## config.mk

```make
export PLATFORM = sky130hd
export DESIGN_NAME = lsb_stego_deframer_top_flat
export DESIGN_NICKNAME = d
export VERILOG_FILES = /design/src/sv/lsd_pkg.sv /design/src/sv/lsd_if.sv /design/src/sv/lsd_front.sv /design/src/sv/lsd_back.sv /design/src/sv/lsb_stego_deframer_top.sv /design/src/flat_wrapper.sv
export SDC_FILE = /design/constraint.sdc
export NUM_CORES = 1
export LEC_CHECK = 0
export BUFFER_PORTS_ARGS = -buffer_cell sky130_fd_sc_hd__clkbuf_2
export CAP_MARGIN = 25
export CORE_MARGIN = 2
export CORE_UTILIZATION = 53
export CTS_CLUSTER_DIAMETER = 150
export DETAILED_ROUTE_END_ITERATION = 10
export GPL_TIMING_DRIVEN = 1
export HOLD_SLACK_MARGIN = 0.12
export MAX_ROUTING_LAYER = met4
export PLACE_DENSITY_LB_ADDON = 0.15
export SLEW_MARGIN = 0
export SYNTH_ARGS = -nofsm -noshare
export SYNTH_HDL_FRONTEND = slang
export SYNTH_SLANG_ARGS = --single-unit
```

## constraint.sdc

```tcl
create_clock -name i_clk -period 12.5 [get_ports i_clk]
set_clock_uncertainty 0.05 [all_clocks]
set_input_delay 1.25 -clock i_clk [delete_from_list [all_inputs] [get_ports i_clk]]
set_output_delay 1.25 -clock i_clk [all_outputs]
set_load 0.03 [all_outputs]
```

## src/sv/lsd_pkg.sv

```systemverilog
// lsd_pkg: shared types, constants and helper functions for the lsb stego deframer
// depends on nothing; used by the interfaces, front, back and top level

package lsd_pkg;

    // decoder phases
    typedef enum logic [1:0] {
        PH_SEARCH,
        PH_LENGTH,
        PH_PAYLOAD,
        PH_DONE
    } t_phase;

    // result status codes
    localparam logic [1:0] ST_DATA      = 2'd0;
    localparam logic [1:0] ST_EMPTY     = 2'd1;
    localparam logic [1:0] ST_TRUNCATED = 2'd2;

    // signature symbols and repeat count
    localparam logic [2:0] SYM_HEAD    = 3'b111;
    localparam logic [2:0] SYM_MID     = 3'b101;
    localparam logic [2:0] SYM_TAIL    = 3'b010;
    localparam logic [1:0] SIG_REPEATS = 2'd3;

    // region register and pixel counter limits
    localparam int          REGION_W     = 25;
    localparam logic [24:0] REGION_RESET = 25'h100_0000;
    localparam logic [24:0] CNT_SAT      = 25'h100_0000;

    // field widths of one result word
    localparam int PART_LEN_W = 10;

    // depth of the queue between front and back
    localparam int QUEUE_DEPTH = 2;

    // classified pixel word handed from front to back
    typedef struct packed {
        logic       restart;
        logic [2:0] sym;
    } t_pix_word;

    // one result word
    typedef struct packed {
        logic                  part_index;
        logic [2:0]            payload_bits;
        logic [PART_LEN_W-1:0] part_length;
        logic                  last;
        logic [1:0]            status;
    } t_result;

    // remainder by three of a 4-bit value
    function automatic logic [1:0] mod3(input logic [3:0] v);
        logic [1:0] m;
        case (v)
            4'd0, 4'd3, 4'd6, 4'd9, 4'd12, 4'd15: m = 2'd0;
            4'd1, 4'd4, 4'd7, 4'd10, 4'd13:       m = 2'd1;
            4'd2, 4'd5, 4'd8, 4'd11, 4'd14:       m = 2'd2;
            default:                              m = 2'd0;
        endcase
        return m;
    endfunction

    // bits to add so that a value with this remainder becomes a multiple of three
    function automatic logic [1:0] pad3(input logic [1:0] m);
        logic [1:0] p;
        case (m)
            2'd1:    p = 2'd2;
            2'd2:    p = 2'd1;
            default: p = 2'd0;
        endcase
        return p;
    endfunction

endpackage

```

## src/sv/lsd_if.sv

```systemverilog
// lsd_if: valid/ready channel interfaces for pixel words and result words
// depends on lsd_pkg for the result field widths

interface lsd_pix_if;
    logic       valid;
    logic       ready;
    logic [7:0] red;
    logic [7:0] green;
    logic [7:0] blue;
    logic       region_start;

    modport source (output valid, output red, output green, output blue,
                    output region_start, input ready);
    modport sink   (input valid, input red, input green, input blue,
                    input region_start, output ready);
endinterface

interface lsd_res_if;
    logic                          valid;
    logic                          ready;
    logic                          part_index;
    logic [2:0]                    payload_bits;
    logic [lsd_pkg::PART_LEN_W-1:0] part_length;
    logic                          last;
    logic [1:0]                    status;

    modport source (output valid, output part_index, output payload_bits,
                    output part_length, output last, output status, input ready);
    modport sink   (input valid, input part_index, input payload_bits,
                    input part_length, input last, input status, output ready);
endinterface

```

## src/sv/lsd_front.sv

```systemverilog
// lsd_front: accepts pixel words, forms the lsb symbol and queues it for the decoder
// depends on lsd_pkg (t_pix_word, QUEUE_DEPTH)

module lsd_front (
    input  logic                i_clk,
    input  logic                i_rst_n,
    input  logic                i_valid,
    output logic                o_ready,
    input  logic [7:0]          i_red,
    input  logic [7:0]          i_green,
    input  logic [7:0]          i_blue,
    input  logic                i_region_start,
    output logic                o_word_valid,
    input  logic                i_word_ready,
    output lsd_pkg::t_pix_word  o_word
);
    localparam int PTR_W = $clog2(lsd_pkg::QUEUE_DEPTH);
    localparam int CNT_W = $clog2(lsd_pkg::QUEUE_DEPTH + 1);

    lsd_pkg::t_pix_word r_mem [lsd_pkg::QUEUE_DEPTH];
    logic [PTR_W-1:0]   r_wr_ptr, n_wr_ptr;
    logic [PTR_W-1:0]   r_rd_ptr, n_rd_ptr;
    logic [CNT_W-1:0]   r_count,  n_count;
    lsd_pkg::t_pix_word in_word;
    logic               push, pop;

    // symbol from the channel lsbs, red as msb
    always_comb begin
        in_word.restart = i_region_start;
        in_word.sym     = {i_red[0], i_green[0], i_blue[0]};
    end

    assign o_ready      = (r_count != CNT_W'(lsd_pkg::QUEUE_DEPTH));
    assign push         = i_valid && o_ready;
    assign o_word_valid = (r_count != '0);
    assign pop          = o_word_valid && i_word_ready;
    assign o_word       = r_mem[r_rd_ptr];

    // pointer and fill count update
    always_comb begin
        n_wr_ptr = r_wr_ptr;
        n_rd_ptr = r_rd_ptr;
        n_count  = r_count;
        if (push) begin
            n_wr_ptr = (r_wr_ptr == PTR_W'(lsd_pkg::QUEUE_DEPTH - 1)) ? '0 : r_wr_ptr + 1'b1;
        end
        if (pop) begin
            n_rd_ptr = (r_rd_ptr == PTR_W'(lsd_pkg::QUEUE_DEPTH - 1)) ? '0 : r_rd_ptr + 1'b1;
        end
        if (push && !pop) begin
            n_count = r_count + 1'b1;
        end else if (pop && !push) begin
            n_count = r_count - 1'b1;
        end
    end

    // queue control
    always_ff @(posedge i_clk) begin
        if (!i_rst_n) begin
            r_wr_ptr <= '0;
            r_rd_ptr <= '0;
            r_count  <= '0;
        end else begin
            r_wr_ptr <= n_wr_ptr;
            r_rd_ptr <= n_rd_ptr;
            r_count  <= n_count;
        end
    end

    // queue storage
    always_ff @(posedge i_clk) begin
        if (push) begin
            r_mem[r_wr_ptr] <= in_word;
        end
    end

endmodule

```

## src/sv/lsd_back.sv

```systemverilog
// lsd_back: signature search, length capture and payload emission, one word per cycle unless the result side stalls
// depends on lsd_pkg (t_phase, t_pix_word, t_result, codes and helpers)

module lsd_back #(
    parameter int LENGTH_BITS = 9
) (
    input  logic                                i_clk,
    input  logic                                i_rst_n,
    input  logic [lsd_pkg::REGION_W-1:0]        i_region_pixels,
    input  logic                                i_word_valid,
    output logic                                o_word_ready,
    input  lsd_pkg::t_pix_word                  i_word,
    output logic                                o_res_valid,
    input  logic                                i_res_ready,
    output lsd_pkg::t_result                    o_res
);
    localparam int LEN_PIXELS = (LENGTH_BITS + 2) / 3;
    localparam int FIRST_BITS = LENGTH_BITS - 3 * (LEN_PIXELS - 1);
    localparam logic [2:0] FIRST_MASK = 3'((1 << FIRST_BITS) - 1);
    localparam int SEEN_W = $clog2(LEN_PIXELS + 1);
    localparam int PAD_W  = LENGTH_BITS + 1;

    lsd_pkg::t_phase              r_phase, n_phase, c_phase;
    logic [1:0]                   r_step, n_step, c_step;
    logic [1:0]                   r_rep, n_rep, c_rep;
    logic [LENGTH_BITS-1:0]       r_len, n_len, c_len;
    logic [SEEN_W-1:0]            r_seen, n_seen, c_seen;
    logic [1:0]                   r_mod, n_mod, c_mod;
    logic [PAD_W-1:0]             r_padded, n_padded, c_padded;
    logic [PAD_W-1:0]             r_rem, n_rem, c_rem;
    logic                         r_part, n_part, c_part;
    logic [lsd_pkg::REGION_W-1:0] r_cnt, n_cnt, c_cnt;
    logic                         r_out_valid, n_out_valid;
    lsd_pkg::t_result             r_out, n_out;

    logic                         step;
    logic [2:0]                   sym;
    logic [2:0]                   sym_m;
    logic [LENGTH_BITS+2:0]       len_wide;
    logic [LENGTH_BITS-1:0]       len_new;
    logic [1:0]                   mod_new;
    logic [PAD_W-1:0]             padded_new;
    logic [1:0]                   rep_inc;

    // take a word whenever the output register is free or being emptied
    assign step         = i_word_valid && (!r_out_valid || i_res_ready);
    assign o_word_ready = step;
    assign o_res_valid  = r_out_valid;
    assign o_res        = r_out;
    assign sym          = i_word.sym;

    // state seen by this word, after an optional region restart
    always_comb begin
        c_phase  = i_word.restart ? lsd_pkg::PH_SEARCH : r_phase;
        c_step   = i_word.restart ? 2'd0 : r_step;
        c_rep    = i_word.restart ? 2'd0 : r_rep;
        c_len    = i_word.restart ? '0 : r_len;
        c_seen   = i_word.restart ? '0 : r_seen;
        c_mod    = i_word.restart ? 2'd0 : r_mod;
        c_padded = i_word.restart ? '0 : r_padded;
        c_rem    = i_word.restart ? '0 : r_rem;
        c_part   = i_word.restart ? 1'b0 : r_part;
        c_cnt    = i_word.restart ? lsd_pkg::REGION_W'(1) : r_cnt;
    end

    // length field arithmetic; remainder by three tracked one symbol at a time
    always_comb begin
        sym_m      = (c_seen == '0) ? (sym & FIRST_MASK) : sym;
        len_wide   = {c_len, sym};
        len_new    = len_wide[LENGTH_BITS-1:0];
        mod_new    = lsd_pkg::mod3(4'({(c_seen == '0) ? 2'd0 : c_mod, 1'b0}) + 4'(sym_m));
        padded_new = PAD_W'(len_new) + PAD_W'(lsd_pkg::pad3(mod_new));
        rep_inc    = c_rep + 2'd1;
    end

    // next state and result word
    always_comb begin
        n_phase     = r_phase;
        n_step      = r_step;
        n_rep       = r_rep;
        n_len       = r_len;
        n_seen      = r_seen;
        n_mod       = r_mod;
        n_padded    = r_padded;
        n_rem       = r_rem;
        n_part      = r_part;
        n_cnt       = r_cnt;
        n_out_valid = r_out_valid && !i_res_ready;
        n_out       = r_out;

        if (step) begin
            n_phase  = c_phase;
            n_step   = c_step;
            n_rep    = c_rep;
            n_len    = c_len;
            n_seen   = c_seen;
            n_mod    = c_mod;
            n_padded = c_padded;
            n_rem    = c_rem;
            n_part   = c_part;
            n_cnt    = c_cnt;

            if (c_phase != lsd_pkg::PH_DONE) begin
                if (c_cnt >= i_region_pixels) begin
                    // region limit reached while decoding
                    n_out_valid        = 1'b1;
                    n_out.part_index   = c_part;
                    n_out.payload_bits = 3'd0;
                    n_out.part_length  = (c_phase == lsd_pkg::PH_PAYLOAD) ?
                                         lsd_pkg::PART_LEN_W'(c_padded) : '0;
                    n_out.last         = 1'b1;
                    n_out.status       = lsd_pkg::ST_TRUNCATED;
                    n_phase            = lsd_pkg::PH_DONE;
                end else begin
                    if (c_cnt != lsd_pkg::CNT_SAT) begin
                        n_cnt = c_cnt + 1'b1;
                    end
                    case (c_phase)
                        lsd_pkg::PH_SEARCH: begin
                            // signature triple matcher
                            if (sym == lsd_pkg::SYM_HEAD) begin
                                n_step = 2'd1;
                            end else if (sym == lsd_pkg::SYM_MID && c_step == 2'd1) begin
                                n_step = 2'd2;
                            end else if (sym == lsd_pkg::SYM_TAIL && c_step == 2'd2) begin
                                n_step = 2'd0;
                                n_rep  = rep_inc;
                            end else begin
                                n_step = 2'd0;
                                n_rep  = 2'd0;
                            end
                            if (sym == lsd_pkg::SYM_TAIL && c_step == 2'd2 &&
                                rep_inc == lsd_pkg::SIG_REPEATS) begin
                                n_step  = 2'd0;
                                n_rep   = 2'd0;
                                n_phase = lsd_pkg::PH_LENGTH;
                                n_len   = '0;
                                n_seen  = '0;
                            end
                        end
                        lsd_pkg::PH_LENGTH: begin
                            n_len  = len_new;
                            n_mod  = mod_new;
                            n_seen = c_seen + 1'b1;
                            if (c_seen == SEEN_W'(LEN_PIXELS - 1)) begin
                                n_seen   = '0;
                                n_mod    = 2'd0;
                                n_padded = padded_new;
                                n_rem    = padded_new;
                                if (len_new == '0) begin
                                    // empty part
                                    n_out_valid        = 1'b1;
                                    n_out.part_index   = c_part;
                                    n_out.payload_bits = 3'd0;
                                    n_out.part_length  = '0;
                                    n_out.last         = 1'b1;
                                    n_out.status       = lsd_pkg::ST_EMPTY;
                                    if (!c_part) begin
                                        n_part   = 1'b1;
                                        n_phase  = lsd_pkg::PH_LENGTH;
                                        n_len    = '0;
                                        n_padded = '0;
                                        n_rem    = '0;
                                    end else begin
                                        n_phase = lsd_pkg::PH_DONE;
                                    end
                                end else begin
                                    n_phase = lsd_pkg::PH_PAYLOAD;
                                end
                            end
                        end
                        lsd_pkg::PH_PAYLOAD: begin
                            // one symbol per payload pixel
                            n_rem              = c_rem - PAD_W'(3);
                            n_out_valid        = 1'b1;
                            n_out.part_index   = c_part;
                            n_out.payload_bits = sym;
                            n_out.part_length  = lsd_pkg::PART_LEN_W'(c_padded);
                            n_out.last         = (c_rem == PAD_W'(3));
                            n_out.status       = lsd_pkg::ST_DATA;
                            if (c_rem == PAD_W'(3)) begin
                                if (!c_part) begin
                                    n_part   = 1'b1;
                                    n_phase  = lsd_pkg::PH_LENGTH;
                                    n_len    = '0;
                                    n_seen   = '0;
                                    n_mod    = 2'd0;
                                    n_padded = '0;
                                    n_rem    = '0;
                                end else begin
                                    n_phase = lsd_pkg::PH_DONE;
                                end
                            end
                        end
                        default: begin
                            n_phase = c_phase;
                        end
                    endcase
                end
            end
        end
    end

    // decoder state register
    always_ff @(posedge i_clk) begin
        if (!i_rst_n) begin
            r_phase     <= lsd_pkg::PH_SEARCH;
            r_step      <= 2'd0;
            r_rep       <= 2'd0;
            r_len       <= '0;
            r_seen      <= '0;
            r_mod       <= 2'd0;
            r_padded    <= '0;
            r_rem       <= '0;
            r_part      <= 1'b0;
            r_cnt       <= lsd_pkg::REGION_W'(1);
            r_out_valid <= 1'b0;
        end else begin
            r_phase     <= n_phase;
            r_step      <= n_step;
            r_rep       <= n_rep;
            r_len       <= n_len;
            r_seen      <= n_seen;
            r_mod       <= n_mod;
            r_padded    <= n_padded;
            r_rem       <= n_rem;
            r_part      <= n_part;
            r_cnt       <= n_cnt;
            r_out_valid <= n_out_valid;
        end
    end

    // result word register
    always_ff @(posedge i_clk) begin
        r_out <= n_out;
    end

endmodule

```

## src/sv/lsb_stego_deframer_top.sv

```systemverilog
// lsb_stego_deframer_top: region register plus front queue and back decoder
// depends on lsd_pkg, lsd_pix_if, lsd_res_if, lsd_front and lsd_back
//
// Takes one RGB pixel word per cycle and forms a 3-bit symbol from the channel
// lsbs (red as msb). It hunts for three repeats of the triple 111,101,010, then
// reads two parts, each a LENGTH_BITS-bit length (padded up to a multiple of
// three) followed by one payload pixel per 3-bit result word. region_start on a
// pixel restarts decoding with that pixel as pixel 0. Reaching the region limit
// gives one word with truncated status. Sustained rate is one pixel per cycle
// with at most one result word per pixel; a pixel's result word is registered: the
// pixel is first stored in the two-entry front queue, and the decoder writes the
// output register as the pixel leaves the queue. Both sides may stall on their
// own: the queue absorbs input while the output register holds a word not yet
// taken.
// Write region_pixels only while no pixel is in flight.

module lsb_stego_deframer_top #(
    parameter int LENGTH_BITS = 9
) (
    input  logic                         i_clk,
    input  logic                         i_rst_n,
    input  logic                         i_cfg_we,
    input  logic [lsd_pkg::REGION_W-1:0] i_cfg_data,
    lsd_pix_if.sink                      i_pix,
    lsd_res_if.source                    o_res
);
    logic [lsd_pkg::REGION_W-1:0] r_region;
    logic                         word_valid;
    logic                         word_ready;
    lsd_pkg::t_pix_word           word;
    lsd_pkg::t_result             res;

    // region size register
    always_ff @(posedge i_clk) begin
        if (!i_rst_n) begin
            r_region <= lsd_pkg::REGION_RESET;
        end else if (i_cfg_we) begin
            r_region <= i_cfg_data;
        end
    end

    // pixel intake and queue
    lsd_front u_front (
        .i_clk          (i_clk),
        .i_rst_n        (i_rst_n),
        .i_valid        (i_pix.valid),
        .o_ready        (i_pix.ready),
        .i_red          (i_pix.red),
        .i_green        (i_pix.green),
        .i_blue         (i_pix.blue),
        .i_region_start (i_pix.region_start),
        .o_word_valid   (word_valid),
        .i_word_ready   (word_ready),
        .o_word         (word)
    );

    // decoder and output register
    lsd_back #(
        .LENGTH_BITS (LENGTH_BITS)
    ) u_back (
        .i_clk           (i_clk),
        .i_rst_n         (i_rst_n),
        .i_region_pixels (r_region),
        .i_word_valid    (word_valid),
        .o_word_ready    (word_ready),
        .i_word          (word),
        .o_res_valid     (o_res.valid),
        .i_res_ready     (o_res.ready),
        .o_res           (res)
    );

    // result word onto the channel
    assign o_res.part_index   = res.part_index;
    assign o_res.payload_bits = res.payload_bits;
    assign o_res.part_length  = res.part_length;
    assign o_res.last         = res.last;
    assign o_res.status       = res.status;

endmodule

```

## src/flat_wrapper.sv

```systemverilog
// flat-port wrapper written by rule: the top's interface ports become plain ports
module lsb_stego_deframer_top_flat 
#(
    parameter int LENGTH_BITS = 9
)
  (i_clk, i_rst_n, i_cfg_we, i_cfg_data, i_pix_valid, i_pix_red, i_pix_green, i_pix_blue, i_pix_region_start, i_pix_ready, o_res_valid, o_res_part_index, o_res_payload_bits, o_res_part_length, o_res_last, o_res_status, o_res_ready);
  lsd_pix_if i_pix_i ();
  lsd_res_if o_res_i ();
  input  logic i_clk;
  input  logic i_rst_n;
  input  logic i_cfg_we;
  input  logic [lsd_pkg::REGION_W-1:0] i_cfg_data;
  input wire logic [$bits(i_pix_i.valid)-1:0] i_pix_valid;
  input wire logic [$bits(i_pix_i.red)-1:0] i_pix_red;
  input wire logic [$bits(i_pix_i.green)-1:0] i_pix_green;
  input wire logic [$bits(i_pix_i.blue)-1:0] i_pix_blue;
  input wire logic [$bits(i_pix_i.region_start)-1:0] i_pix_region_start;
  output wire logic [$bits(i_pix_i.ready)-1:0] i_pix_ready;
  output wire logic [$bits(o_res_i.valid)-1:0] o_res_valid;
  output wire logic [$bits(o_res_i.part_index)-1:0] o_res_part_index;
  output wire logic [$bits(o_res_i.payload_bits)-1:0] o_res_payload_bits;
  output wire logic [$bits(o_res_i.part_length)-1:0] o_res_part_length;
  output wire logic [$bits(o_res_i.last)-1:0] o_res_last;
  output wire logic [$bits(o_res_i.status)-1:0] o_res_status;
  input wire logic [$bits(o_res_i.ready)-1:0] o_res_ready;
  assign i_pix_i.valid = i_pix_valid;
  assign i_pix_i.red = i_pix_red;
  assign i_pix_i.green = i_pix_green;
  assign i_pix_i.blue = i_pix_blue;
  assign i_pix_i.region_start = i_pix_region_start;
  assign i_pix_ready = i_pix_i.ready;
  assign o_res_valid = o_res_i.valid;
  assign o_res_part_index = o_res_i.part_index;
  assign o_res_payload_bits = o_res_i.payload_bits;
  assign o_res_part_length = o_res_i.part_length;
  assign o_res_last = o_res_i.last;
  assign o_res_status = o_res_i.status;
  assign o_res_i.ready = o_res_ready;
  lsb_stego_deframer_top #(.LENGTH_BITS(LENGTH_BITS)) u_core (.i_clk(i_clk), .i_rst_n(i_rst_n), .i_cfg_we(i_cfg_we), .i_cfg_data(i_cfg_data), .i_pix(i_pix_i), .o_res(o_res_i));
endmodule
```

==> impl_metrics.yaml, run 1 <==
power_and_ir_drop:
  p_per_area_mw_per_mm2: 154
  power.internal_mw: 0.773
  peakVddDrop_mv: 0.0999
  power.share.sequential_pct: 36.8
  total_power_mw: 1.18
  clockPowerShare_pct: 36.6
  p_comb_share_pct: 26.6
  p_sw_mw: 0.402
  p_leak_nw: 3.24
  p_sw_share_pct: 34.2
logic_synthesis:
  synth-seq-cells: 118
  syn-instance-count: 790
  ys.warnings.count: 0
  avgSynthCellArea_um2: 8.56
  syn_area_mm2: 0.00676
  syn_nets: 885
  ys_dominant_reg_cell: "dfxtp_1"
  synth-edff-count: 25
  yosysSeqAreaShare_pct: 38.7
  yosysUniqueCellTypes: 70
  async_reset_ff_share_pct: 0
grt:
  grt_pass1_wl_mm: 27.6
  grt_max_degree: 68
  gr-total-overflow: 0
  antenna_found_initial: 0
  grt_pass1_vias: 5735
  grtUsageTotal_pct: 26.8
route:
  vias: 6065
  routedWlPerCell_um: 16.7
  routed_wirelength_mm: 16.9
  remaining_drc_errors: 0
  drtIter0Drc: 429
  drtPass1Iterations: 5
  viasPerCell: 6.00
  antenna_left: 0
timing:
  fmax_mhz: 209
  min_period_over_period_pct: 38.2
  finalSetupViolCount: 0
  finalHoldViolCount: 0
  fin_tns_setup_ps: 0
  worst_pin_slew_ps: 1100
  fin_crit_ps: 4780
  max_slew_margin_pct: 26.8
  grt_setup_unrepaired: "false"
  fin_ws_ps: 7720
  maxSlewViolCount: 0
  hold_ws_ps: 416
worst_hold_path:
  min_path_type: "reg2reg"
clock_tree:
  cts_made_buffers: 17
  postCtsSetupRepairBufs: 0
  cts-root-buf: "clkbuf_16"
  cts_buffer_depth: 2
  h-tree-depth: 4
  cts_resized: 0
  clock_latency_ps: 420
  clk_pin_slew_worst_paths_ps: 50
  cts_sinks: 118
  hold_buffers: 0
  cts_tree: "built"
floorplanning:
  fp.dieH_um: 117
  die_w_um: 117
  fp-row-count: 41
  die-area_mm2: 0.0137
  core_mm2: 0.0125
  io_pins: 74
  initial_utilization_pct: 54.0
outcome:
  status: "completed"
final_layout:
  layout.cells.most_common: "nor2_1"
  seq_area_mm2: 0.00261
  layout_common_cells: "94 x nor2_1, 93 x dfxtp_1, 84 x nand2_1"
  area_delta_synth_final_pct: 12.8
  drive_gt1_share_pct: 11.6
  fillers: 1118
  antenna_cells: 0
  layout.nets: 921
  multi_input_comb_area_mm2: 0.00383
run:
  max_cap_viol_count: 0
worst_setup_path:
  cp-end-kind: "register"
  crit_type: "reg2reg"
  cp_max_fo: 67
  required_ps: 12750
  cp_data_arrival_time_ps: 5030
  crit_path_start_kind: "register"
placed_design:
  dp_hpwl_mm: 11.7
  gp_congestion: 0.894
  dp_slack_ps: 7800
  port_buffers: 52
critical path, stage by stage (launching register included):
cell     delay (ps)
dfxtp_1         580
mux2i_4         290
buf_4           570
o211a_1         290
nand2_1          70
fa_1            460
nand2_1         110
o21ai_0          90
mux2i_1         280
o211a_1         270
ha_1            170
a21oi_1          40
nor2_1          300
nand2_1         140
xor2_1          270
o22ai_1         150
a211o_1         280
a21oi_1         130
o21ai_0         100
worst paths after layout:
kind                             start                   endpoint  slack (ps)  depth (start not counted)
max                           register     u_core.u_back.r_rem[7]        7720                         18
min          u_core.u_back.r_padded[0]  u_core.u_back.r_padded[0]         420                          1
max reg2reg                   register     u_core.u_back.r_rem[7]        7720                         18
min reg2reg  u_core.u_back.r_padded[0]  u_core.u_back.r_padded[0]         420                          1
synthesized netlist by cell type, drive strengths merged, types with 3 or more instances:
library cell	instances	area (um2)
o31ai	6	45.0
nand3	27	135
or3	7	43.8
a31oi	4	25.0
inv	41	154
a22o	12	105
mux2	4	48.8
buf	12	68.8
dfxtp	93	1860
a21oi	40	200
and3	23	144
nand2b	8	50.1
a21boi	3	26.3
ha	38	475
xnor2	17	149
a211oi	7	62.6
clkbuf	28	105
mux2i	30	304
a21o	10	75.1
o21ai	37	189
edfxtp	25	751
nor2	96	365
and4	3	26.3
and2	26	163
o21a	4	30.0
nor3	9	45.0
nor4	9	62.6
nand4	20	125
a211o	3	26.3
a32o	10	100
nand2	84	315
nor2b	3	18.8
xor2	9	78.8
o211ai	6	45.0
power by group through the flow:
stage	Combinational (mW)	Clock, mW	Sequential, mW
floorplan	0.236	0	0.428
global placement	0.298	0	0.438
detailed placement	0.307	0	0.440
CTS	0.310	0.438	0.432
global route	0.342	0.457	0.436
finish	0.313	0.431	0.432
state kept, by name, indices dropped and copies added, names as in the netlist, 6 cells and up, named ones only:
register	count
u_core.r_region	25
u_core.u_back.r_len	6
u_core.u_back.o_res	17
u_core.u_back.r_padded	10
u_core.u_back.r_rem	10
u_core.u_front.r_mem	8
u_core.u_back.r_cnt	25
per-layer routing:
layer / share of wire, % / GRT usage, % / vias up
met2: 50 / 44.6 / 260
li1: - / - / 2894
met4: 3.9 / 13.7 / 0
met1: 40 / 30.6 / 2861
met5: 0 / - / -
met3: 5.6 / 5.41 / 50
per-stage QoR:
stage          area, um2  utilization, %  cells
2_1_floorplan       6760               -    790
3_3_place_gp        7100            56.7    978
3_5_place_dp        7100            56.8    979
4_1_cts             7620            60.9   1011
5_1_grt             7620            60.9   1011
6_report            7620            60.9   1011
cells by family (layout without fill, tap and decap cells):
logic type                 after synthesis  in the layout  share of synthesized area, %
DFF                                    118            118                          38.7
adders and majority gates               40             40                          7.63
muxes                                   34             34                          5.22
AOI/OAI and AO/OA                      167            167                          17.2
and+or+nand+nor                        324            324                          23.1
buffers and inverters                   81            130                          4.85
xor gates and xnor gates                26             26                          3.37
area by class of cell:
type / instances / area share (%)
Clock buffer: 27 / 6.47
Clock inverter: 5 / 0.328
Inverter: 41 / 2.02
Multi-Input combinational cell: 591 / 50.2
Sequential cell: 118 / 34.3
Tap cell: 172 / 2.82
Timing Repair Buffer: 57 / 3.87
Power figures use the tool's default switching activity.
==> inputs of run 2 (changes only) <==
--- a/config.mk
+++ b/config.mk
@@ -5,6 +5,7 @@
 export SDC_FILE = /design/constraint.sdc
 export NUM_CORES = 1
 export LEC_CHECK = 0
+export ABC_AREA = 1
 export BUFFER_PORTS_ARGS = -buffer_cell sky130_fd_sc_hd__clkbuf_2
 export CAP_MARGIN = 25
 export CORE_MARGIN = 2
==> constraint.sdc (replaced) <==
create_clock -name i_clk -period 4.5 [get_ports i_clk]
set_clock_uncertainty 0.05 [all_clocks]
set_input_delay 0.45 -clock i_clk [delete_from_list [all_inputs] [get_ports i_clk]]
set_output_delay 0.45 -clock i_clk [all_outputs]
set_load 0.03 [all_outputs]
==> impl_metrics.yaml, run 2 <==
timing:
  grt_setup_unrepaired: "false"
  fin_ws_ps: 495
  fmax_mhz: 250
  maxSlewViolCount: 0
  min_period_over_period_pct: 89.0
  finalHoldViolCount: 0
  worst_pin_slew_ps: 1010
  finalSetupViolCount: 0
  fin_crit_ps: 4000
  max_slew_margin_pct: 32.5
  fin_tns_setup_ps: 0
logic_synthesis:
  yosysMostFrequentCell: "nand2_1"
  yosys.area_share.adder_pct: 6.45
  synth_top_family_by_area: "simple AND/OR/NAND/NOR gates"
  avgSynthCellArea_um2: 6.55
  syn_area_mm2: 0.00799
  synth-edff-count: 25
  synth-seq-cells: 118
  ys.warnings.count: 0
  yosysSeqAreaShare_pct: 32.7
  synthTopCellsByCount: "280 x nand2_1, 180 x inv_1, 157 x nor2_1"
  syn_nets: 1314
  syn-instance-count: 1219
  yosysUniqueCellTypes: 45
  async_reset_ff_share_pct: 0
  synth_compound_area_share_pct: 12.9
  synth_top_area_share_pct: 23.3
  ys_dominant_reg_cell: "dfxtp_1"
  synthMuxAreaShare_pct: 0
  synthTopCellsByArea: "dfxtp_1 23%, nand2_1 13%, edfxtp_1 9.4%, inv_1 8.5%, nor2_1 7.4%"
  synth_xor_area_share_pct: 1.54
  synthSimpleGateAreaFrac_pct: 34.8
  synth_top_area_cell: "dfxtp_1"
floorplanning:
  fp-row-count: 44
  die-area_mm2: 0.0161
  initial_utilization_pct: 54.5
  die_w_um: 127
  io_pins: 74
  fp.dieH_um: 127
  core_mm2: 0.0146
power_and_ir_drop:
  p_leak_nw: 4.24
  total_power_mw: 4.55
  p_sw_mw: 1.84
  clockPowerShare_pct: 31.3
  peakVddDrop_mv: 0.302
  p_comb_share_pct: 38.8
  power.internal_mw: 2.71
  power.share.sequential_pct: 29.9
  p_sw_share_pct: 40.5
  p_per_area_mw_per_mm2: 504
final_layout:
  layout_common_cells: "280 x nand2_1, 180 x inv_1, 157 x nor2_1"
  drive_gt1_share_pct: 12.0
  fin_cells: 1458
  multi_input_comb_area_mm2: 0.00447
  fillers: 1409
  stdcell_area_mm2: 0.00903
  antenna_cells: 0
  layout.nets: 1356
  seq_area_mm2: 0.00261
  layout.cells.most_common: "nand2_1"
  area_delta_synth_final_pct: 13.0
outcome:
  status: "completed"
grt:
  grtUsageTotal_pct: 27.6
  grt_pass1_vias: 7324
  grt_max_degree: 55
  antenna_found_initial: 0
  grt_pass1_wl_mm: 34.7
  gr-total-overflow: 0
clock_tree:
  cts_tree: "built"
  hold_buffers: 0
  cts_made_buffers: 17
  cts_sinks: 118
  clk_pin_slew_worst_paths_ps: 60
  cts_resized: 0
  cts_buffer_depth: 2
  cts-root-buf: "clkbuf_16"
  h-tree-depth: 4
  clock_latency_ps: 420
  postCtsSetupRepairBufs: 0
worst_setup_path:
  rrSetupSlack_ps: 500
  crit_path_start_kind: "register"
  critPathCapture: "u_core.u_back.r_padded[3]"
  cp_data_arrival_time_ps: 4270
  r2r-end: "u_core.u_back.r_padded[3]"
  crit_type: "reg2reg"
  required_ps: 4770
  reg2regPathDepth: 21
  cp-end-kind: "register"
  cp_max_fo: 16
route:
  vias: 7725
  remaining_drc_errors: 0
  drtIter0Drc: 613
  routed_wirelength_mm: 20.9
  viasPerCell: 5.30
  drtPass1Iterations: 5
  routedWlPerCell_um: 14.3
  antenna_left: 0
worst_hold_path:
  min_path_type: "in2reg"
  holdPathStages: 1
placed_design:
  dp_slack_ps: 538
  gp_congestion: 0.949
  dpl_cell_area_mm2: 0.00841
  port_buffers: 52
  dp_hpwl_mm: 15.0
  dp_cells: 1425
run:
  max_cap_viol_count: 0
-- run 2: final cells by class --
type / instances / area share [%]
multi-input combinational: 868 / 49.5
sequential: 118 / 28.9
inverter: 188 / 7.82
clock buffer: 18 / 4.75
timing repair buffer: 68 / 4.44
tap: 184 / 2.55
clock inverter: 14 / 2.02
-- run 2: per-layer routing --
layer,vias up,track usage [%],wire (um)
met1,3439,33.1,9240
met5,-,-,0
met2,213,44.8,9890
met3,44,5.57,1110
li1,4029,-,-
met4,0,12.9,658
-- run 2: worst max-delay path: stages (launching register included) --
cell     delay, ps
dfxtp_1        460
nand2_1        140
nand2_4        220
nand2_1        130
nand2_1        120
nand3_1        110
fa_1           520
inv_1          120
nand3_1        100
nand2_1         90
nand2_1         70
a21oi_1        220
ha_1           290
a21oi_1        210
nor2_1         120
xnor2_1        140
o21ai_0        320
o21ai_0        120
nand2_1         70
o21ai_0         60
o21ai_0        150
inv_1           50
-- run 2: cells by family after synthesis --
| kind of cell | count (synthesis) |
|---|---|
| AND/OR/NAND/NOR | 617 |
| adder cells (fa/ha/maj) | 40 |
| XOR/XNOR | 14 |
| buffers and inverters | 233 |
| flip-flops | 118 |
| AO/OA/AOI/OAI | 197 |
-- run 2: power by group through the flow --
| stage | Sequential [mW] | Combinational [mW] | Clock (mW) |
|---|---|---|---|
| floorplan | 1.34 | 1.35 | 0 |
| global placement | 1.37 | 1.71 | 0 |
| detailed placement | 1.37 | 1.73 | 0 |
| CTS | 1.36 | 1.74 | 1.44 |
| global route | 1.38 | 2.00 | 1.49 |
| finish | 1.36 | 1.76 | 1.42 |
-- run 2: how the worst min path moves through the flow --
stage | slack (ps) | startpoint | end
6_report | 160 | i_pix_red[0] | u_core.u_front.r_mem[1][2]
3_5_place_dp | 390 | u_core.u_front.r_rd_ptr | register
3_3_place_gp | 390 | u_core.u_front.r_rd_ptr | u_core.u_front.r_rd_ptr
5_1_grt | 160 | i_pix_green[0] | u_core.u_front.r_mem[0][1]
2_1_floorplan | 380 | u_core.u_front.r_rd_ptr | register
4_1_cts | 150 | i_pix_blue[0] | u_core.u_front.r_mem[0][0]
-- run 2: per-stage QoR --
step	util, %	hold slack (ps)
global route	61.6	159
floorplan	-	376
detailed placement	57.4	392
CTS	61.6	154
global placement	57.2	387
finish	61.6	165
==> inputs of run 3 (changes only) <==
==> constraint.sdc (replaced) <==
create_clock -name i_clk -period 3.66 [get_ports i_clk]
set_clock_uncertainty 0.05 [all_clocks]
set_input_delay 0.366 -clock i_clk [delete_from_list [all_inputs] [get_ports i_clk]]
set_output_delay 0.366 -clock i_clk [all_outputs]
set_load 0.03 [all_outputs]
==> impl_metrics.yaml, run 3 (synthesis gave the netlist of run 2 again) <==
worst_setup_path:
  crit_path_start_kind: "register"
  cp-end-kind: "register"
  cp_max_fo: 5
  crit_path_top_delay_cell: "fa_2"
  cpMostUsedCell: "nand2_1"
  reg2regPathDepth: 24
  r2r-end: "u_core.u_back.r_rem[8]"
  rrSetupSlack_ps: 130
  cp_data_arrival_time_ps: 3740
  crit_type: "reg2reg"
  required_ps: 3870
  crit_start: "u_core.u_front.r_mem[0][3]"
  slowest_delay_ps: 610
  timing.rr.start: "u_core.u_front.r_mem[0][3]"
  cp_cell_sequence: "inv_1 > nand2_2 > nand2_4 > nand2_4 > nand2_4 > nand2_2 > fa_2 > inv_2 > nand3_2 > nand2_1 > a21oi_2 > ha_2 > fa_2 > nand2_2 > nor2_4 > nand2_1 > nand2_1 > nand3_1 > nand3_1 > nand2_1 > inv_1 > nand2_1 > nand2_1 > a21oi_1"
worst_hold_path:
  holdPathStages: 2
  hp-start: "i_cfg_we"
  min_path_type: "in2reg"
  hold_end: "u_core.r_region[24]"
power_and_ir_drop:
  p_per_area_mw_per_mm2: 616
  total_power_mw: 5.78
  p_leak_nw: 4.39
  peakVddDrop_mv: 0.444
floorplanning:
  fp-row-count: 44
  io_pins: 74
  core_mm2: 0.0146
  initial_utilization_pct: 54.5
  die_w_um: 127
  die-area_mm2: 0.0161
  fp.dieH_um: 127
route:
  antenna_left: 0
  drtIter0Drc: 509
  vias: 7867
  drtPass1Iterations: 6
  routed_wirelength_mm: 21.1
  remaining_drc_errors: 0
  viasPerCell: 5.31
  routedWlPerCell_um: 14.2
final_layout:
  layout.cells.most_common: "nand2_1"
  antenna_cells: 0
  layout.nets: 1379
  layout_common_cells: "269 x nand2_1, 179 x inv_1, 155 x nor2_1"
  stdcell_area_mm2: 0.00938
  drive_gt1_share_pct: 15.7
  area_delta_synth_final_pct: 17.4
clock_tree:
  clk_pin_slew_worst_paths_ps: 50
  h-tree-depth: 4
  clock_latency_ps: 420
  cts-root-buf: "clkbuf_16"
  cts_buffer_depth: 2
  cts_made_buffers: 17
  cts_sinks: 118
  cts_tree: "built"
timing:
  max_slew_margin_pct: 37.1
  finalSetupViolCount: 0
  maxSlewViolCount: 0
  min_period_over_period_pct: 96.4
  finalHoldViolCount: 0
  grt_setup_unrepaired: "true"
  worst_pin_slew_ps: 943
  fmax_mhz: 283
  fin_crit_ps: 3530
placed_design:
  dpl_cell_area_mm2: 0.00852
  dp_hpwl_mm: 14.9
  gp_congestion: 0.954
  port_buffers: 52
run:
  max_cap_viol_count: 0
grt:
  grt_pass1_wl_mm: 34.6
  grt_max_degree: 55
  antenna_found_initial: 0
  grtUsageTotal_pct: 27.4
  grt_pass1_vias: 7254
  gr-total-overflow: 0
outcome:
  status: "completed"
run 3: cell types whose count changed in the layout (fill, tap and decap cells not counted), sizes merged:
cell and change:
bufinv -3, inv -1, clkinv +1, dlygate4sd3 +6, clkinvlp -3, clkbuf +6
buf +17
run 3: critical path: cells and delay by family (launching register included):
| kind | cells | cell delay [ps] |
|---|---|---|
| AO/OA/AOI/OAI | 2 | 210 |
| adder cells (fa/ha/maj) | 3 | 1060 |
| buffers and inverters | 3 | 210 |
| flip-flops | 1 | 420 |
| AND/OR/NAND/NOR | 16 | 1400 |
run 3: where the power goes:
| group | internal, mW | total, mW | leakage [nW] | switching (mW) |
|---|---|---|---|---|
| logic | 0.826 | 2.46 | 3.07 | 1.63 |
| registers | 1.54 | 1.68 | 1.02 | 0.145 |
| clock network | 1.04 | 1.64 | 0.294 | 0.596 |
| total | 3.41 | 5.78 | 4.39 | 2.37 |
run 3: final cells by class:
class / count / area, um2
timing repair buffer: 91 / 612
sequential: 118 / 2620
clock inverter: 8 / 68.8
inverter: 188 / 706
multi-input combinational: 868 / 4630
tap: 184 / 230
fill: 1384 / 5270
clock buffer: 24 / 514
run 3: how the worst max path moves through the flow:
stage | endpoint | slack (ps)
2_1_floorplan | u_core.u_back.r_rem[4] | 20
3_3_place_gp | u_core.u_back.r_padded[3] | 80
3_5_place_dp | u_core.u_back.r_padded[3] | 30
4_1_cts | u_core.u_back.r_padded[3] | 10
5_1_grt | u_core.u_back.r_rem[4] | -130
6_report | u_core.u_back.r_rem[8] | 130
run 3: what timing repair did:
action	in CTS	in global routing
gates resized for setup	0	46
buffers inserted	0	6
endpoints found under the hold margin	10	0
endpoints found under the setup margin	0	20
hold buffers	6	0
run 3: routing by layer:
metal	GRT usage, %	share of wire [%]
met5	-	0
met4	11.0	2.6
met3	4.72	5.3
met2	44.9	49
met1	33.7	44
run 3: through the flow:
step | instances | setup WS [ps] | TNS (ps) | util (%) | hold slack [ps]
floorplan | 1219 | 16.4 | 0 | - | 368
global placement | 1436 | 79.0 | 0 | 58.0 | 382
detailed placement | 1437 | 34.0 | 0 | 58.2 | 386
CTS | 1475 | 13.0 | 0 | 62.5 | 130
global route | 1481 | -133 | -984 | 64.0 | 138
finish | 1481 | 131 | 0 | 64.0 | 130
